[src/hw/rtl/wsnr_pkg.sv]
// ----------------------------------------------------------------------------
// wsnr_pkg
// Types, codes and defaults shared by the weighted sampler modules.
// ----------------------------------------------------------------------------
package wsnr_pkg;

	localparam int MAX_ITEMS_DEF   = 64;
	localparam int WEIGHT_BITS_DEF = 16;
	localparam int RAND_BITS_DEF   = 16;

	localparam int ID_W = 7;

	typedef enum logic [1:0] {
		OP_CLEAR = 2'd0,
		OP_LOAD  = 2'd1,
		OP_DRAW  = 2'd2,
		OP_NOP   = 2'd3
	} op_t;

	localparam logic [1:0] ST_OK    = 2'd0;
	localparam logic [1:0] ST_FULL  = 2'd1;
	localparam logic [1:0] ST_EMPTY = 2'd2;

	typedef struct packed {
		logic [1:0]  operation;
		logic [15:0] weight;
		logic [15:0] uniform_fraction;
	} in_word_t;

	typedef struct packed {
		logic [ID_W-1:0] chosen_identity;
		logic [1:0]      status;
		logic [ID_W-1:0] remaining;
	} out_word_t;

	// controller to datapath
	typedef struct packed {
		logic capture;
		logic clear;
		logic res_full;
		logic res_empty;
		logic ins_start;
		logic ins_step;
		logic put;
		logic mul_start;
		logic mul_step;
		logic tgt;
		logic walk_step;
		logic shift_step;
	} cmd_t;

	// datapath to controller
	typedef struct packed {
		logic full;
		logic empty;
		logic ins_hit;
		logic a_zero;
		logic mul_last;
		logic walk_hit;
		logic at_last;
		logic shift_done;
	} stat_t;

endpackage

[src/hw/rtl/wsnr_ctrl.sv]
// ----------------------------------------------------------------------------
// wsnr_ctrl
// Sequencer for clear, load (ordered insert) and draw (scale, walk, compact).
// ----------------------------------------------------------------------------
module wsnr_ctrl (
	input  logic           clk,
	input  logic           arst_n,
	input  logic           start,
	input  wsnr_pkg::op_t  op,
	input  wsnr_pkg::stat_t st,
	output wsnr_pkg::cmd_t cmd,
	output logic           busy,
	output logic           done
);
	import wsnr_pkg::*;

	typedef enum logic [7:0] {
		S_IDLE  = 8'b0000_0001,
		S_INS   = 8'b0000_0010,
		S_PUT   = 8'b0000_0100,
		S_MUL   = 8'b0000_1000,
		S_TGT   = 8'b0001_0000,
		S_WALK  = 8'b0010_0000,
		S_SHIFT = 8'b0100_0000,
		S_RESP  = 8'b1000_0000
	} state_t;

	state_t state_q, state_d;

	always_ff @(posedge clk or negedge arst_n) begin
		if (!arst_n) begin
			state_q <= S_IDLE;
		end else begin
			state_q <= state_d;
		end
	end

	always_comb begin
		state_d = state_q;
		cmd     = '0;
		case (state_q)
			S_IDLE: begin
				if (start) begin
					cmd.capture = 1'b1;
					state_d     = S_RESP;
					case (op)
						OP_CLEAR: begin
							cmd.clear = 1'b1;
						end
						OP_LOAD: begin
							if (st.full) begin
								cmd.res_full = 1'b1;
							end else if (st.empty) begin
								state_d = S_PUT;
							end else begin
								cmd.ins_start = 1'b1;
								state_d       = S_INS;
							end
						end
						OP_DRAW: begin
							if (st.empty) begin
								cmd.res_empty = 1'b1;
							end else begin
								cmd.mul_start = 1'b1;
								state_d       = S_MUL;
							end
						end
						default: begin
							state_d = S_RESP;
						end
					endcase
				end
			end
			S_INS: begin
				cmd.ins_step = 1'b1;
				if (st.ins_hit) begin
					state_d = S_RESP;
				end else if (st.a_zero) begin
					state_d = S_PUT;
				end
			end
			S_PUT: begin
				cmd.put = 1'b1;
				state_d = S_RESP;
			end
			S_MUL: begin
				cmd.mul_step = 1'b1;
				if (st.mul_last) begin
					state_d = S_TGT;
				end
			end
			S_TGT: begin
				cmd.tgt = 1'b1;
				state_d = S_WALK;
			end
			S_WALK: begin
				cmd.walk_step = 1'b1;
				if (st.walk_hit) begin
					state_d = st.at_last ? S_RESP : S_SHIFT;
				end
			end
			S_SHIFT: begin
				cmd.shift_step = 1'b1;
				if (st.shift_done) begin
					state_d = S_RESP;
				end
			end
			S_RESP: begin
				state_d = S_IDLE;
			end
			default: begin
				state_d = S_IDLE;
			end
		endcase
	end

	assign busy = (state_q != S_IDLE);
	assign done = (state_q == S_RESP);

endmodule

[src/hw/rtl/wsnr_dp.sv]
// ----------------------------------------------------------------------------
// wsnr_dp
// Sorted item table in a single-port-read memory, mass bookkeeping,
// shift-add scaler and running-sum walk.
// ----------------------------------------------------------------------------
module wsnr_dp #(
	parameter int MAX_ITEMS   = wsnr_pkg::MAX_ITEMS_DEF,
	parameter int WEIGHT_BITS = wsnr_pkg::WEIGHT_BITS_DEF,
	parameter int RAND_BITS   = wsnr_pkg::RAND_BITS_DEF
) (
	input  logic                clk,
	input  logic                arst_n,
	input  wsnr_pkg::in_word_t  item,
	input  wsnr_pkg::cmd_t      cmd,
	output wsnr_pkg::stat_t     st,
	output wsnr_pkg::out_word_t result
);
	import wsnr_pkg::*;

	localparam int AW     = $clog2(MAX_ITEMS);
	localparam int CNT_W  = $clog2(MAX_ITEMS + 1);
	localparam int MASS_W = WEIGHT_BITS + AW;
	localparam int PROD_W = MASS_W + RAND_BITS;
	localparam int MCW    = $clog2(RAND_BITS);

	typedef struct packed {
		logic [ID_W-1:0]        id;
		logic [WEIGHT_BITS-1:0] w;
	} entry_t;

	entry_t mem [MAX_ITEMS];
	entry_t rdata_q, wr_data, new_ent;
	logic   wr_en;
	logic [AW-1:0] wr_addr, rd_addr;

	logic [CNT_W-1:0]       count_q;
	logic [MASS_W-1:0]      total_q;
	logic [ID_W-1:0]        nid_q, nid_inc;
	logic [WEIGHT_BITS-1:0] w_q;
	logic [AW-1:0]          a_q, last_q, a_inc, a_dec, a_inc2;
	logic [MASS_W-1:0]      mass_q, mass_n, target_q;
	logic [PROD_W-1:0]      prod_q, mcand_q;
	logic [RAND_BITS-1:0]   mult_q;
	logic [MCW-1:0]         mcnt_q;
	logic [ID_W-1:0]        chosen_q;
	logic [1:0]             status_q;
	logic ins_hit, at_last, walk_hit, commit;

	assign ins_hit  = (rdata_q.w >= w_q);
	assign mass_n   = mass_q + MASS_W'(rdata_q.w);
	assign at_last  = (a_q == last_q);
	assign walk_hit = at_last || (target_q <= mass_n);
	assign a_inc    = a_q + 1'b1;
	assign a_dec    = a_q - 1'b1;
	assign a_inc2   = a_q + AW'(2);
	assign new_ent  = '{id: nid_q, w: w_q};
	assign commit   = (cmd.ins_step && ins_hit) || cmd.put;
	assign nid_inc  = nid_q + 1'b1;

	// read and write addressing
	always_comb begin
		rd_addr = a_inc;
		wr_en   = 1'b0;
		wr_addr = a_q;
		wr_data = rdata_q;
		if (cmd.ins_start) begin
			rd_addr = AW'(count_q - 1'b1);
		end
		if (cmd.ins_step) begin
			rd_addr = a_dec;
			wr_en   = 1'b1;
			wr_addr = a_inc;
			wr_data = ins_hit ? new_ent : rdata_q;
		end
		if (cmd.put) begin
			wr_en   = 1'b1;
			wr_addr = '0;
			wr_data = new_ent;
		end
		if (cmd.tgt) begin
			rd_addr = '0;
		end
		if (cmd.shift_step) begin
			rd_addr = a_inc2;
			wr_en   = 1'b1;
			wr_addr = a_q;
		end
	end

	always_ff @(posedge clk) begin
		if (wr_en) begin
			mem[wr_addr] <= wr_data;
		end
		rdata_q <= mem[rd_addr];
	end

	always_ff @(posedge clk or negedge arst_n) begin
		if (!arst_n) begin
			count_q <= '0;
			total_q <= '0;
			nid_q   <= ID_W'(1);
		end else if (cmd.clear) begin
			count_q <= '0;
			total_q <= '0;
			nid_q   <= ID_W'(1);
		end else if (commit) begin
			count_q <= count_q + 1'b1;
			total_q <= total_q + MASS_W'(w_q);
			// identity wraps past its top back to one, never zero
			nid_q   <= (nid_inc == '0) ? ID_W'(1) : nid_inc;
		end else if (cmd.walk_step && walk_hit) begin
			count_q <= count_q - 1'b1;
			total_q <= total_q - MASS_W'(rdata_q.w);
		end
	end

	always_ff @(posedge clk) begin
		if (cmd.capture) begin
			w_q      <= WEIGHT_BITS'(item.weight);
			last_q   <= AW'(count_q - 1'b1);
			chosen_q <= '0;
			if (cmd.res_full) begin
				status_q <= ST_FULL;
			end else if (cmd.res_empty) begin
				status_q <= ST_EMPTY;
			end else begin
				status_q <= ST_OK;
			end
		end
		if (cmd.ins_start) begin
			a_q <= AW'(count_q - 1'b1);
		end
		if (cmd.ins_step && !ins_hit) begin
			a_q <= a_dec;
		end
		if (cmd.mul_start) begin
			prod_q  <= '0;
			mcand_q <= PROD_W'(total_q);
			mult_q  <= RAND_BITS'(item.uniform_fraction);
			mcnt_q  <= '0;
		end
		if (cmd.mul_step) begin
			if (mult_q[0]) begin
				prod_q <= prod_q + mcand_q;
			end
			mcand_q <= mcand_q << 1;
			mult_q  <= mult_q >> 1;
			mcnt_q  <= mcnt_q + 1'b1;
		end
		if (cmd.tgt) begin
			// round the scaled mass up so that the compare is exact
			target_q <= prod_q[PROD_W-1:RAND_BITS] + MASS_W'(|prod_q[RAND_BITS-1:0]);
			a_q      <= '0;
			mass_q   <= '0;
		end
		if (cmd.walk_step) begin
			if (walk_hit) begin
				chosen_q <= rdata_q.id;
			end else begin
				mass_q <= mass_n;
				a_q    <= a_inc;
			end
		end
		if (cmd.shift_step) begin
			a_q <= a_inc;
		end
	end

	assign st.full       = (count_q == CNT_W'(MAX_ITEMS));
	assign st.empty      = (count_q == '0);
	assign st.ins_hit    = ins_hit;
	assign st.a_zero     = (a_q == '0);
	assign st.mul_last   = (mcnt_q == MCW'(RAND_BITS - 1));
	assign st.walk_hit   = walk_hit;
	assign st.at_last    = at_last;
	assign st.shift_done = (a_inc == last_q);

	assign result.chosen_identity = chosen_q;
	assign result.status          = status_q;
	assign result.remaining       = ID_W'(count_q);

endmodule

[src/hw/rtl/weighted_sample_no_replace_top.sv]
// ----------------------------------------------------------------------------
// weighted_sample_no_replace_top
// Weighted sampling without replacement over a table kept in descending
// weight order.
// ----------------------------------------------------------------------------
// A word is taken when start is high and busy is low; its result appears for
// one cycle with done and must be captured then, as there is no back-pressure.
// Clear, unused codes, a load into a full table and a draw from an empty one
// go straight to the response; a load into an empty table writes the head,
// other loads step from the tail to the insert position, and a draw runs the
// scaler, the walk and, unless the last entry is drawn, the compaction. Load
// and draw time is set by the table memory, read one entry per cycle in the
// ordered insert, the running-sum walk and the compaction and written in the
// insert and compaction, and by the shift-add scaler, which takes one bit of
// the fraction per cycle. The table needs no clearing pass after reset.
// ----------------------------------------------------------------------------
module weighted_sample_no_replace_top #(
	parameter int MAX_ITEMS   = wsnr_pkg::MAX_ITEMS_DEF,
	parameter int WEIGHT_BITS = wsnr_pkg::WEIGHT_BITS_DEF,
	parameter int RAND_BITS   = wsnr_pkg::RAND_BITS_DEF
) (
	input  logic                clk,
	input  logic                arst_n,
	input  logic                start,
	output logic                busy,
	input  wsnr_pkg::in_word_t  item,
	output logic                done,
	output wsnr_pkg::out_word_t result
);
	import wsnr_pkg::*;

	cmd_t  cmd;
	stat_t st;

	wsnr_ctrl u_ctrl (
		.clk    (clk),
		.arst_n (arst_n),
		.start  (start),
		.op     (op_t'(item.operation)),
		.st     (st),
		.cmd    (cmd),
		.busy   (busy),
		.done   (done)
	);

	wsnr_dp #(
		.MAX_ITEMS   (MAX_ITEMS),
		.WEIGHT_BITS (WEIGHT_BITS),
		.RAND_BITS   (RAND_BITS)
	) u_dp (
		.clk    (clk),
		.arst_n (arst_n),
		.item   (item),
		.cmd    (cmd),
		.st     (st),
		.result (result)
	);

endmodule

[config.mk]
export PLATFORM = sky130hd
export DESIGN_NAME = weighted_sample_no_replace_top
export DESIGN_NICKNAME = d
export VERILOG_FILES = /design/src/hw/rtl/wsnr_pkg.sv /design/src/hw/rtl/wsnr_ctrl.sv /design/src/hw/rtl/wsnr_dp.sv /design/src/hw/rtl/weighted_sample_no_replace_top.sv
export SDC_FILE = /design/constraint.sdc
export NUM_CORES = 2
export LEC_CHECK = 0
export BUFFER_PORTS_ARGS = -buffer_cell sky130_fd_sc_hd__buf_2
export CAP_MARGIN = 20
export CORE_MARGIN = 4
export CORE_UTILIZATION = 40
export DETAILED_ROUTE_END_ITERATION = 10
export HOLD_SLACK_MARGIN = 0.05
export REMOVE_ABC_BUFFERS = 1
export SETUP_SLACK_MARGIN = 0.1
export SLEW_MARGIN = 10
export SYNTH_ARGS = -nofsm -noshare
export SYNTH_HDL_FRONTEND = slang
export SYNTH_SLANG_ARGS = --single-unit
[constraint.sdc]
create_clock -name clk -period 14 [get_ports clk]
set_input_delay 2.8 -clock clk [delete_from_list [all_inputs] [get_ports clk]]
set_output_delay 2.8 -clock clk [all_outputs]
set_load 0.03 [all_outputs]
# Word level (Yosys, flattened, before mapping)
# Memory sizes are Yosys's and may differ from the RTL's. A register that Yosys moved wholly into a read port is not among the register bits.
# Index checks and enable logic that the tools add are counted.
op_classes:
  eq_ne: 20
  reduce_logical: 15
  n_lt_le_gt_ge: 2
  mux: 77
  add_sub_neg: 12
op_table:
  columns: ["operator", "count"]
  rows:
  - ["$mux 38", 5]
  - ["$mux 22", 6]
  - ["$mux 6", 13]
  - ["$mux 8", 9]
  - ["$mux 23", 3]
  - ["$mux 7", 9]
  - ["$pmux 8 s7", 1]
  - ["$add 22x16->22", 2]
  - ["$add 38x38->38", 1]
  - ["$mux 15", 2]
  - ["$add 22x1->22", 1]
  - ["$le 22x22->1", 1]
  - ["$mux 1", 22]
  - ["$sub 22x16->22", 1]
  - ["$ge 16x16->1", 1]
  - ["$pmux 8 s2", 1]
  - ["$reduce_or 16->1", 1]
  - ["$add 7x1->7 const B", 2]
  - ["$logic_not 7->1", 2]
  - ["$eq 6x6->1", 2]
  - ["$mux 5", 2]
  - ["$eq 8x1->1 const B", 1]
  - ["$eq 8x2->1 const B", 1]
  - ["$eq 8x3->1 const B", 1]
  - ["29 further kinds", 36]
totals:
  out_inout_bits: 18
  reg_bits: 221
  ramBits: 1472
  word_cells: 144
  n_memories: 1
  inputBits: 37
mem_list:
  columns: ["name", "words", "word_bits", "rd", "rd_ports_with_merged_regs", "write_ports", "line_no", "source"]
  rows:
  - ["u_dp.mem", 64, 23, 1, 1, 1, "wsnr_dp.sv:31", "entry_t mem [MAX_ITEMS];"]

# Logic depth before layout (Yosys ltp)
depth:
  depth_word: 12
  depth_mapped: 24
  ltp_nobuf: 23

# By module
# Synthesis repeated with hierarchy kept, for this count alone.
hier_totals:
  hier_cells: 5696
  area_unflattened_um2: 74931.9
modules_own_cells:
  columns: ["module", "n_inst", "seq_area_each_um2", "cells_per_inst", "area_each_um2"]
  rows:
  - ["wsnr_dp", 1, 50129.3, 5616, 74216.2]
  - ["wsnr_ctrl", 1, 201.4, 80, 715.7]

# Least setup slack after synthesis
# Ideal clock, no wire load.
synth_path:
  path_kind: "input port to flip-flop"
  start: "in start"
  end: "reg u_dp.mcand_q[10], enable pin"
  path_buffers: 2
  path_stages: 7
  setup_time_ns: 0.415
  required_ns: 13.585
  t_arrival_ns: 5.541
  path_slack_ns: 8.044
  cell_sequence: "nand2_1 inv_1 nand2_1 or2_2 clkbuf_1 clkbuf_1 nand2_1"
synth_via:
  elab_chain_cells: 3
synth_lines:
  columns: ["element", "line_no", "source"]
  rows:
  - ["start: declaration", "weighted_sample_no_replace_top.sv:24", "input logic start,"]
  - ["$mux 1", "wsnr_ctrl.sv:43", "if (start) begin"]
  - ["$mux 1", "wsnr_ctrl.sv:41", "case (state_q)"]
  - ["$reduce_bool 2->1 (no source line)", null, null]
  - ["end signal: assignment", "wsnr_dp.sv:138", "mcand_q <= PROD_W'(total_q);"]
  - ["end signal: assignment", "wsnr_dp.sv:146", "mcand_q <= mcand_q << 1;"]
  - ["end: declaration", "wsnr_dp.sv:42", "logic [PROD_W-1:0] prod_q, mcand_q;"]
# No other way between the ends.
# A chain may end at the register's enable or synchronous reset.

# Worst setup path in the final report
layout_path:
  start: "in item[33] (netlist bit)"
  end: "reg, netlist name u_dp.rdata_q[9]"
layout_via:
  elab_chain_cells: 8
layout_lines:
  columns: ["element", "line_no", "source"]
  rows:
  - ["start: declaration", "weighted_sample_no_replace_top.sv:26", "input wsnr_pkg::in_word_t item,"]
  - ["$eq 2x1->1", "wsnr_ctrl.sv:46", "case (op)"]
  - ["$mux 1", "wsnr_ctrl.sv:46", null]
  - ["$mux 5", "wsnr_ctrl.sv:43", null]
  - ["$mux 5", "wsnr_ctrl.sv:41", null]
  - ["$mux 6", "wsnr_dp.sv:66", "if (cmd.ins_start) begin"]
  - ["$mux 6", "wsnr_dp.sv:69", "if (cmd.ins_step) begin"]
  - ["$mux 6", "wsnr_dp.sv:80", "if (cmd.tgt) begin"]
  - ["$mux 6", "wsnr_dp.sv:83", "if (cmd.shift_step) begin"]
# No other way between the ends.

==> results <==
- The flow ran to the end, and the final reports show no timing, DRC or antenna violations.
- In the global route stage, overall resource usage came out at 0.212.
- The weighted congestion reported at the end of routability-driven placement is 0.865.
- The TritonCTS clock tree is built.
- The post-synthesis cell area is 73,100 µm².
- The number of clock buffers added by TritonCTS is 180.
- The initial utilization of the core area, before any placement, comes to 0.403.
- The largest net degree at the start of global routing is 192.
- Hold timing on the final database bottoms out at a slack of 450 ps.
- Yosys printed 0 warnings.
- In this run the static leakage power is 29.1 nW.
- After synthesis, the mean cell area works out to 12.3 µm².
- Derived from the worst setup path, the maximum achievable clock frequency is 0.114 GHz.
- The number of placement rows is 156.
- Setup repair after global routing left no endpoint under its margin.
- The minimum clock period after layout is 8740 ps.
- Buffers added to address setup during post-CTS repair amount to 0.
- The count of final hold-check violations is 0.
- At the end of the flow, the number of nets in the layout was 6,132.
- The number of cells on the worst reg-to-reg path is 17.
- For this run the aggregate overflow at the end of global routing stands at 0.
- The number of DRC markers after the initial detailed-route iteration is 5,400.
- The clock passes through at most 3 buffers.
- For this block, the via count after detailed routing is 48.6k.
- The largest driver fanout on the critical path is 191.
- 55 I/O pins were placed.
- Clock skew on the completed layout was measured at 31.4 ps.
- The count of buffers inserted at the top-level ports is 54.
- The kind of start point of the critical path is a primary input.
- The most instantiated flip-flop cell in the synthesis netlist is sky130_fd_sc_hd__edfxtp_1.
- The quantity of hold-fixing buffers added after cts is 0.
- The cell area power density is 247 nW/µm².
- The first global-routing pass estimated 305,000 µm of wire.
- The placed wire-length estimate after detailed placement is 119,000 µm.
- The number of antenna violations at the first check in global routing came to 5.
- Once layout is complete, the utilization of the core stands at 0.454.
- For this run, the detailed router's first-pass iteration total came to 6.
- For this run, the register share of the synthesized area comes to 0.689.
- After synthesis, the netlist uses 79 different library cells.
- The die is 435 µm wide.
- The instance count of the mapped netlist is 5,932.
- Setup violations remaining at the end of the flow were counted as 0.
- After filler insertion, the fill cell instance count of the layout stands at 16.2k.
- The worst pin sits at a relative slew slack of 0.185.
- The via count of the first global-routing pass is 45.8k.
- In the finished design, the share of the clock period the worst path needs comes to 0.624.
- The number of gates given a new drive strength after cts is 0.
- Dividing the detail-routed wire length by the instance count gives 24.5 µm.
- The area of the die is 190,000 µm².
- The worst setup path is captured at a flop.
- The remaining number of nets flagged by the antenna check after routing is 0.
- In the synthesized netlist the async set-or-reset flop fraction comes to 0.0256.
- The count of final max-slew check failures came to 0.
- The path category of the worst min-delay check is flop to flop.
- The floorplan step set the die height to 435 µm.
- Counting flops and latches in the post-synthesis netlist gives 1,716.
- STA puts the critical path data required time at 14,650 ps.
- The count of maximum capacitance violations is 0.
- The worst-case IR drop observed on VDD is 0.297 mV.
- In the routed design, unresolved DRC markers number 0.
- The design draws 20.3 mW.
- The transition at the pin with the smallest max-transition slack is 1210 ps.
- In this run the standard cell core region covers 181,000 µm².
- The data arrival at the endpoint of the critical path is 9390 ps.
- The H-tree depth reported by CTS is 4.
- The post-detailed-route via-to-cell ratio is 5.73.
- The clock input transition at the sequential cells of the worst setup and hold paths is 60 ps.
- The source-to-sink clock delay at the later pin of the worst-skew pair is 820 ps.
- The synthesized design contains 1,574 enable-type register cells.
- The TritonCTS sink count is 1,716.
- The start-to-end type of the worst setup path is primary input to flop.
- Setup total negative slack on the finished layout was measured at 0 ps.
- In the final layout, the share of cells above drive strength 1 is 0.0953.
- The tree is rooted in a sky130_fd_sc_hd__clkbuf_16.
- The layout-stage area growth over the synthesis result is 12.6%.
- The final routed wirelength across all metal layers is 208,000 µm.
- The number of cells traversed by the worst hold path is 2.
[synth_stat cells (all sizes together), types with 45 or more instances]
cell       n  area share
clkbuf   227       0.012
a211oi   126       0.013
mux2i     73       0.010
and3     135       0.012
nand2   1557       0.080
a31oi     82      0.0070
o21ai    241       0.017
xor2      57      0.0068
a311oi    97       0.012
nor3      57      0.0040
ha       131       0.022
nand4     46      0.0039
o221ai    45      0.0054
buf      128      0.0086
nor2     193      0.0099
inv       73      0.0037
a32oi     47      0.0056
o22ai     50      0.0043
a21oi    163       0.011
xnor2     74      0.0089
edfxtp  1574        0.65
dfxtp     98       0.027
nand3    307       0.021
[cells by family (layout without fill, tap and decap cells)]
logic type | Yosys count | count (layout) | share of synthesized area
buffers and inverters | 428 | 604 | 0.0241
AO/OA/AOI/OAI | 1041 | 1041 | 0.0968
other | 0 | 4 | 0
adder cells (fa/ha/maj) | 134 | 134 | 0.0232
AND/OR/NAND/NOR | 2401 | 2401 | 0.140
multiplexers | 81 | 81 | 0.0112
flip-flops | 1716 | 1716 | 0.689
XOR/XNOR | 131 | 131 | 0.0157
[per-layer routing]
metal,global-route usage,vias to the layer above,routed length (µm)
met1,0.294,24200,87500
li1,-,22000,-
met5,0,-,12
met3,0.0341,344,15600
met4,0.0743,2,7430
met2,0.341,1940,97000
[power breakdown]
part | leakage, nW | switching [mW] | total [mW] | internal (mW)
registers | 15.7 | 0.364 | 7.09 | 6.72
clock network | 2.84 | 2.00 | 4.71 | 2.70
logic | 10.6 | 6.21 | 8.52 | 2.31
total | 29.1 | 8.58 | 20.3 | 11.7
[worst max-delay path: stages]
cell                       delay, ps
sky130_fd_sc_hd__buf_2           110
sky130_fd_sc_hd__inv_1            80
sky130_fd_sc_hd__ha_1            230
sky130_fd_sc_hd__nand2_1         120
sky130_fd_sc_hd__or4_4           500
sky130_fd_sc_hd__o211ai_1        260
sky130_fd_sc_hd__buf_4           490
sky130_fd_sc_hd__buf_4           580
sky130_fd_sc_hd__nand2_4         560
sky130_fd_sc_hd__buf_12          520
sky130_fd_sc_hd__buf_4           510
sky130_fd_sc_hd__buf_4           420
sky130_fd_sc_hd__nand2_1         130
sky130_fd_sc_hd__nand2_1          60
sky130_fd_sc_hd__o221ai_1        440
sky130_fd_sc_hd__o22ai_1         250
sky130_fd_sc_hd__a211oi_1        880
sky130_fd_sc_hd__nand4_1         180
[registers in the layout (all words and copies together), names as in the netlist]
register        flops
u_dp.mem         1472
u_dp.mcand_q       38
u_dp.prod_q        38
u_dp.rdata_q       23
u_dp.mass_q        22
u_dp.target_q      22
u_dp.total_q       22
u_dp.mult_q        16
u_dp.w_q           16
u_ctrl.state_q      8
u_dp.chosen_q       7
u_dp.count_q        7
u_dp.nid_q          7
u_dp.a_q            6
u_dp.last_q         6
u_dp.mcnt_q         4
u_dp.status_q       2
[metrics by stage]
stage / instances / setup slack (ps) / area, µm²
3_3_place_gp: 8144 / 4440 / 76400
6_report: 8482 / 5260 / 82300
2_1_floorplan: 5577 / -5180 / 71600
5_1_grt: 8478 / 4950 / 82300
4_1_cts: 8476 / 5240 / 82300
3_5_place_dp: 8147 / 4370 / 76500
[cell usage in the layout, fill, tap and decap left out, drive strengths merged, types with 24 or more instances in the layout]
master  Yosys  final
buf       128    202
a21oi     163    163
xor2       57     57
clkinv      0     72
nor2      193    193
nor3       57     57
a32oi      47     47
a21o       43     43
a32o       24     24
nand4      46     46
a211oi    126    126
xnor2      74     74
a22o       26     26
edfxtp   1574   1574
dfxtp      98     98
mux2i      73     73
and3      135    135
o22ai      50     50
nand3     307    307
o21ai     241    241
o221ai     45     45
a31oi      82     82
clkbuf    227    237
dfrtp      42     42
nand2    1557   1557
a311oi     97     97
inv        73     80
ha        131    131
[path summary, 6_finish.rpt]
path / startpoint / end / slack, ps
worst max-delay path: item[33] / u_dp.rdata_q[9] / 5260
worst min-delay path: u_dp.chosen_q[3] / u_dp.chosen_q[3] / 450
worst max register to register: u_dp.count_q[0] / u_dp.rdata_q[9] / 6620
worst min register to register: u_dp.chosen_q[3] / u_dp.chosen_q[3] / 450
max in group asynchronous: arst_n / u_dp.nid_q[5] / 11410
min in group asynchronous: arst_n / u_ctrl.state_q[4] / 2090
[layout make-up]
class                           count  area (µm²)  area share
Timing Repair Buffer              202        1480      0.0179
Antenna cell                        4        10.0    0.000122
Sequential cell                  1716       50300       0.611
Tap cell                         2370        2970      0.0360
Clock buffer                      237        4880      0.0593
Inverter                           73         274     0.00333
Multi-Input combinational cell   3788       21500       0.261
Clock inverter                     92         928      0.0113
No activity file was read; power rests on OpenSTA's default activity.
